File: config.mk
export PLATFORM = sky130hd
export DESIGN_NAME = sabc_ctrl
export DESIGN_NICKNAME = d
export VERILOG_FILES = /design/src/sabc_pkg.sv /design/src/sabc_ctrl.sv
export SDC_FILE = /design/constraint.sdc
export NUM_CORES = 1
export LEC_CHECK = 0
export ABC_AREA = 1
export BUFFER_PORTS_ARGS = -buffer_cell sky130_fd_sc_hd__buf_2
export CORE_AREA = 3 3 40 42
export DETAILED_ROUTE_END_ITERATION = 8
export DIE_AREA = 0 0 43 45
export GPL_ROUTABILITY_DRIVEN = 0
export PLACE_DENSITY = 0.56
export SLEW_MARGIN = 20
export SYNTH_ARGS = -nofsm -noshare
export SYNTH_HDL_FRONTEND = slang
export SYNTH_SLANG_ARGS = --single-unit
File: constraint.sdc
create_clock -name i_clk -period 1.4 [get_ports i_clk]
set_input_delay 0.14 -clock i_clk [delete_from_list [all_inputs] [get_ports i_clk]]
set_output_delay 0.14 -clock i_clk [all_outputs]
set_load 0.05 [all_outputs]
File: src/sabc_pkg.sv
package sabc_pkg;

    localparam int SET_BITS    = 4;
    localparam int WAYS        = 4;
    localparam int OFFSET_BITS = 3;
    localparam int ADDR_BITS   = 12;

    localparam int TAG_BITS   = ADDR_BITS - SET_BITS - OFFSET_BITS;
    localparam int SETS       = 1 << SET_BITS;
    localparam int LINE_BYTES = 1 << OFFSET_BITS;
    localparam int WAY_BITS   = $clog2(WAYS);
    localparam int RANK_W     = $clog2(WAYS + 1);
    localparam int AGE_W      = 16;
    localparam int CNT_W      = $clog2(LINE_BYTES + 1);
    localparam int DATA_AW    = SET_BITS + WAY_BITS + OFFSET_BITS;
    localparam int DATA_WORDS = 1 << DATA_AW;
    localparam int MEM_WORDS  = 1 << ADDR_BITS;
    localparam int BYTE_W     = 8;
    localparam int WAY_OUT_W  = 2;

    localparam int S_TDATA_W = ((ADDR_BITS + BYTE_W + 7) / 8) * 8;
    localparam int M_FIELD_W = BYTE_W + 1 + WAY_OUT_W + 1;
    localparam int M_TDATA_W = ((M_FIELD_W + 7) / 8) * 8;

    localparam logic [AGE_W-1:0] AGE_MAX = {AGE_W{1'b1}};

    localparam logic OP_WRITE = 1'b0;
    localparam logic OP_READ  = 1'b1;

    localparam logic MODE_AGE  = 1'b0;
    localparam logic MODE_RANK = 1'b1;

    typedef enum logic [2:0] {
        ST_CLEAR,
        ST_IDLE,
        ST_LOOK,
        ST_SPILL,
        ST_FILL,
        ST_ACCESS,
        ST_FINISH
    } t_state;

    typedef struct packed {
        logic clear;
        logic accept;
        logic look;
        logic spill;
        logic fill;
        logic access;
        logic finish;
    } t_cmd;

    typedef struct packed {
        logic clr_done;
        logic hit;
        logic evict;
        logic cnt_last;
        logic out_free;
    } t_status;

    typedef struct packed {
        logic [WAYS-1:0][TAG_BITS-1:0] tag;
        logic [WAYS-1:0][RANK_W-1:0]   rank;
        logic [WAYS-1:0][AGE_W-1:0]    age;
    } t_meta_row;

    localparam int META_W = $bits(t_meta_row);

endpackage

File: src/sabc_ctrl.sv
module sabc_ctrl (
    input  logic              i_clk,
    input  logic              i_rst_n,
    input  logic              i_in_valid,
    input  sabc_pkg::t_status i_status,
    output sabc_pkg::t_cmd    o_cmd,
    output logic              o_in_ready
);
    import sabc_pkg::*;

    t_state r_state;
    t_state n_state;

    always_ff @(posedge i_clk) begin
        if (!i_rst_n) begin
            r_state <= ST_CLEAR;
        end else begin
            r_state <= n_state;
        end
    end

    always_comb begin
        n_state = r_state;
        case (r_state)
            ST_CLEAR:  if (i_status.clr_done) n_state = ST_IDLE;
            ST_IDLE:   if (i_in_valid) n_state = ST_LOOK;
            ST_LOOK: begin
                if (i_status.hit) begin
                    n_state = ST_ACCESS;
                end else if (i_status.evict) begin
                    n_state = ST_SPILL;
                end else begin
                    n_state = ST_FILL;
                end
            end
            ST_SPILL:  if (i_status.cnt_last) n_state = ST_FILL;
            ST_FILL:   if (i_status.cnt_last) n_state = ST_ACCESS;
            ST_ACCESS: n_state = ST_FINISH;
            ST_FINISH: if (i_status.out_free) n_state = ST_IDLE;
            default:   n_state = ST_CLEAR;
        endcase
    end

    always_comb begin
        o_cmd      = '0;
        o_in_ready = 1'b0;
        case (r_state)
            ST_CLEAR:  o_cmd.clear = 1'b1;
            ST_IDLE: begin
                o_in_ready   = 1'b1;
                o_cmd.accept = i_in_valid;
            end
            ST_LOOK:   o_cmd.look   = 1'b1;
            ST_SPILL:  o_cmd.spill  = 1'b1;
            ST_FILL:   o_cmd.fill   = 1'b1;
            ST_ACCESS: o_cmd.access = 1'b1;
            ST_FINISH: o_cmd.finish = 1'b1;
            default:   o_cmd = '0;
        endcase
    end

endmodule

==> impl_metrics.toml, run 1 <==
[status]
status = "finished, final reports clean"

[clock_network]
root_buffer = "clkbuf_4"
path_clk_slew_ns = 0.04
numCtsBuffers = 3
cts_tree = "done"
clock_sinks = 3
worst_skew_pair.late_latency_ns = 0.23
postCtsSetupRepairBufs = 0
clockBufferDepth = 2
htree_levels = 1

[synthesis]
ys_ff_latch = 3
avgSynthCellArea_um2 = 6.958
syn_area_um2 = 396.6
synth_top_area_share_pct = 15.14
synth_cell_type_count = 17
synth_area_leaders = "dfxtp_1 (15%), nor2_4 (14%), nand2_1 (10%), buf_6 (8.5%), nor2_1 (6.6%)"
synth.net_count = 65
seq_area_frac_synth_pct = 15.14
yosysWarnings = 0
synth_area_leader_cell = "dfxtp_1"
syn_inst = 57

[sta]
hold_viol_final = 0
period_share_pct = 95.55
rsz0062_at_grt = "false"
worst_pin_slew_ns = 0.3010
whs_ns = 0.1559
finalSetupViolations = 0
slew_violations = 0
fin_crit_ns = 1.338
maxSlewHeadroom_pct = 79.93
skew_ns = 0.001578
max_freq_mhz = 747.6

[routing]
routed_wl_um = 793
vias = 386
wl_per_cell_um = 8.811
drc = 0
viasPerCell = 4.289
first_pass_iters = 2
ant_nets = 0
initialDrtViolationCount = 1

[floorplan]
io_pins = 16
die_y_um = 45
rows = 13
die_x_um = 43
dieArea_um2 = 1935
core-area_um2 = 1285
start_util_pct = 30.87

[layout]
final_cells = 90
top_register = "r_state"
regArea_um2 = 62.56
area_growth_syn_to_layout_pct = 34.38
drive_above_1_share_pct = 56.00
n_antenna_cell = 0
top_regs = "r_state: 3 flops"
layout.nets = 84
multi_input_area_um2 = 286.5
nFillCells = 139
largest_reg_flops = 3

[grt]
gr-usage-all-layers_pct = 9.144
antenna_found_initial = 0
grt_pass1_vias = 351
grt_pass1_wl_mm = 1.393
overflow = 0
grt_start_max_net_pins = 10

[pwr]
ir_worst_vdd_v = 0.001403
power_leakage_nw = 0.2917
power_density_nw_per_um2 = 2315

[critical_path]
cp_data_arrival_time_ns = 1.20
cp_max_fo = 9
crit_path_top_delay_cell = "dfxtp_2"
setup.worst_path.start_class = "flop"
path_class = "flop to primary output"
cpPeakStageDelay_ns = 0.50
cp.required_ns = 1.26
worstPathCellList = "nand2_4 > nor2_4 > buf_2"
endpoint_kind = "primary output"

[hold_path]
worstHoldPathType = "input pin to flop"

[placed_design]
dp_cells = 86
hpwlAfterDp_um = 634.7
port_buffers = 15

[job]
max_cap_viol_count = 0
[where the power goes]
group | switching, mW | internal, mW | leakage, nW
registers | 0.0867 | 0.124 | 0.0255
logic | 0.572 | 0.303 | 0.251
clock network | 0.0423 | 0.107 | 0.0150
total | 0.701 | 0.533 | 0.292
[placed cells by master (no fill, tap or decap), types with 2 or more instances in the layout]
cell / Yosys / final
nand2_1: 11 / 11
buf_2: 0 / 11
nor2_1: 7 / 5
nor2_4: 5 / 5
inv_1: 5 / 5
nand3_1: 5 / 5
nand2_2: 4 / 4
buf_4: 0 / 4
clkbuf_4: 0 / 3
inv_4: 2 / 2
nand2_4: 2 / 2
nor3_2: 0 / 2
nor2_2: 0 / 2
a21oi_1: 2 / 2
o21ai_0: 2 / 2
buf_6: 3 / 2
dfxtp_2: 0 / 2
[synthesized netlist by cell type, drive strengths merged]
cell type and count:
nor3 2, nand2 17, o21ai 2, inv 7, a31oi 1, nand3b 1, nor2 12, dfxtp 3
a21oi 3, buf 3, nand3 6
[critical path: cells and delay by family (launching register included)]
| kind | cells | cell delay, ns |
|---|---|---|
| buffers and inverters | 1 | 0.26 |
| DFF | 1 | 0.50 |
| and+or+nand+nor | 2 | 0.21 |
[final cells by class]
class                      instances  share of cell area, %
clock buffer                       4                  4.930
inverter                           7                  5.869
tap                               15                  3.521
sequential                         3                  11.74
timing repair buffer              17                  20.19
multi-input combinational         44                  53.76
[final timing paths]
| path | start | end | slack (ns) | cells past startpoint |
|---|---|---|---|---|
| setup / recovery | r_state[0]$_SDFFE_PN0P_ | o_in_ready | 0.06 | 3 |
| hold / removal | i_rst_n | r_state[2]$_SDFFE_PN0P_ | 0.16 | 3 |
| setup reg to reg | r_state[0]$_SDFFE_PN0P_ | r_state[2]$_SDFFE_PN0P_ | 0.21 | 7 |
| hold reg to reg | r_state[2]$_SDFFE_PN0P_ | r_state[2]$_SDFFE_PN0P_ | 0.59 | 2 |
[stage by stage]
stage	instance area, µm²	setup TNS [ns]	utilization (%)	setup WS, ns	total power, mW
final	533.0	0	41.48	0.06235	1.234
after global routing	533.0	0	41.48	0.001855	1.338
after CTS	518.0	0	40.31	0.002908	1.201
after detailed placement	481.7	0	37.49	0.01760	1.027
after global placement	481.7	0	37.49	0.02717	1.023
after floorplan	406.6	-0.01464	-	-0.007321	0.9281
[kinds of logic (layout without fill, tap and decap cells)]
| group | count (synthesis) | count (layout) | share of synthesized area [%] |
|---|---|---|---|
| simple gates | 38 | 38 | 59.62 |
| flops | 3 | 3 | 15.14 |
| buf+inv | 10 | 28 | 16.40 |
| compound gates | 6 | 6 | 8.834 |
[metal layers]
layer,GRT usage (%),part of all wire (%),wire length (µm)
met1,11.51,46,366
met2,15.87,49,387
met3,0,4.9,39
met4,5.422,0,0
met5,0,0,0
[timing repair]
item	CTS	global route
resized for setup	5	6
endpoints found under the setup margin	8	2
hold buffers	0	0
pin swaps	0	1
(Power assumes the default switching activity.)
==> run 2, diff against run 1 <==
PLACE_DENSITY = default   (was 0.56)
PLACE_DENSITY_LB_ADDON = 0.05   (was default)
==> run 2 against run 1 <==
Worst hold slack worse by 0.0073 ns. Largest cell class unchanged. Critical path depth up 2. Non-clock buffer count increased by 1. Highest routed layer is now met4. Clock skew hardly changed.
==> impl_metrics.toml, run 2 (synthesized netlist as in run 1, its figures left out) <==
[critical_path]
path_class = "flop to primary output"
r2r_end = "r_state[1]$_SDFFE_PN0P_"
r2r_start = "r_state[0]$_SDFFE_PN0P_"
cp.required_ns = 1.26
cp_max_fo = 8
endpoint_kind = "primary output"
cp_data_arrival_time_ns = 1.19
reg2reg_slack_ns = 0.21
setup.worst_path.start_class = "flop"
rr_worst_depth = 7

[layout]
layout.nets = 85
largest_reg_flops = 3
layout_commonest_cell = "nand2_1"
top_register = "r_state"
drive_above_1_share_pct = 56.58
area_growth_syn_to_layout_pct = 39.75
final_cells = 91
mostFrequentLayoutCells = "nand2_1 (11), buf_2 (10), nor2_1 (5), nor2_4 (5), nand3_1 (5)"
final_cell_area_um2 = 554.3
multi_input_area_um2 = 286.5
nFillCells = 141
n_antenna_cell = 0
regArea_um2 = 61.31
top_regs = "r_state: 3 flops"

[sta]
max_freq_mhz = 753.6
skew_ns = 0.001808
finalSetupViolations = 0
worst_pin_slew_ns = 0.2524
fin_crit_ns = 1.327
hold_viol_final = 0
maxSlewHeadroom_pct = 83.29
period_share_pct = 94.78
rsz0062_at_grt = "false"
slew_violations = 0

[clock_network]
postCtsSetupRepairBufs = 0
htree_levels = 1
numCtsBuffers = 3
clock_sinks = 3
holdBufCountCts = 0
clockBufferDepth = 2
path_clk_slew_ns = 0.03
worst_skew_pair.late_latency_ns = 0.23
cts_tree = "done"
root_buffer = "clkbuf_4"

[floorplan]
dieArea_um2 = 1935
rows = 13
core-area_um2 = 1285
die_y_um = 45
start_util_pct = 30.87
die_x_um = 43
io_pins = 16

[status]
status = "finished, final reports clean"

[grt]
grt_pass1_wl_mm = 1.524
grt_start_max_net_pins = 10
overflow = 0
grt_pass1_vias = 356
antenna_found_initial = 0
gr-usage-all-layers_pct = 10.89

[placed_design]
port_buffers = 15
dp_cells = 87
hpwlAfterDp_um = 680
placement.cell_area_um2 = 501.7

[pwr]
swShare_pct = 55.61
p_sw_mw = 0.7245
power_density_nw_per_um2 = 2350
clkPwrFrac_pct = 11.5
power.total_mw = 1.303
power_leakage_nw = 0.2983
cell_internal_pwr_mw = 0.5782
power_frac_comb_pct = 76.1
p_seq_share_pct = 12.4
ir_worst_vdd_v = 0.0009025

[routing]
wl_per_cell_um = 9.341
drc = 0
first_pass_iters = 4
vias = 398
routed_wl_um = 850
viasPerCell = 4.374
initialDrtViolationCount = 10
ant_nets = 0

[hold_path]
holdPathEnd = "r_state[2]$_SDFFE_PN0P_"
hold_start = "i_rst_n"
worstHoldPathType = "input pin to flop"
holdPathStages = 3

[job]
max_cap_viol_count = 0
-- run 2: cell types whose count changed in the layout (fill, tap and decap cells not counted) --
cell and change:
buf_12 +1, buf_2 -1, clkbuf_4 +1, dfxtp_1 +1, dfxtp_2 -1, inv_1 -1, inv_2 +1
-- run 2: worst max path at each step --
stage / from / cells after the start / end
2_1_floorplan: r_state[1]$_SDFFE_PN0P_ / 4 / o_cmd[2]
3_3_place_gp: r_state[2]$_SDFFE_PN0P_ / 7 / r_state[1]$_SDFFE_PN0P_
3_5_place_dp: r_state[2]$_SDFFE_PN0P_ / 6 / r_state[0]$_SDFFE_PN0P_
4_1_cts: r_state[1]$_SDFFE_PN0P_ / 5 / o_cmd[2]
5_1_grt: r_state[0]$_SDFFE_PN0P_ / 5 / o_cmd[2]
6_report: r_state[1]$_SDFFE_PN0P_ / 5 / o_in_ready
-- run 2: cell type report --
class	count	area share, %
sequential	3	11.06
inverter	7	5.643
timing repair buffer	18	23.48
multi-input combinational	44	51.69
tap	15	3.386
clock buffer	4	4.740
-- run 2: timing repair --
action | CTS | global route
gates resized for setup | 5 | 6
gates cloned | 0 | 0
setup endpoints to repair | 5 | 3
pin swaps | 0 | 1
-- run 2: critical path, cell delays in order (launching register included) --
cell and delay, ns:
dfxtp_1 0.29, buf_4 0.17, inv_4 0.08, nand2_4 0.06, nor2_4 0.09, buf_2 0.27
-- run 2: stage by stage --
| step | setup TNS (ns) | hold WS, ns | setup WS [ns] | util, % |
|---|---|---|---|---|
| final | 0 | 0.1487 | 0.07311 | 43.14 |
| after CTS | 0 | 0.1405 | 0.03232 | 41.97 |
| after floorplan | -0.01464 | 0.2607 | -0.007321 | - |
| after detailed placement | 0 | 0.3934 | 0.1507 | 39.05 |
| after global routing | 0 | 0.1488 | 0.001250 | 43.14 |
| after global placement | 0 | 0.3945 | 0.1663 | 39.05 |
-- run 2: power by group through the flow --
stage / Sequential [mW] / Clock (mW) / Combinational, mW
3_3_place_gp: 0.158 / 0 / 0.943
6_report: 0.161 / 0.150 / 0.991
4_1_cts: 0.162 / 0.159 / 0.961
3_5_place_dp: 0.161 / 0 / 0.931
5_1_grt: 0.166 / 0.178 / 1.08
2_1_floorplan: 0.135 / 0 / 0.794
-- run 2: routing by layer --
layer	up-vias	global-route usage [%]	part of all wire, %
li1	218	-	-
met1	165	13.67	46
met2	13	15.87	45
met3	2	5.976	6.5
met4	0	3.614	1.6
met5	-	0	0
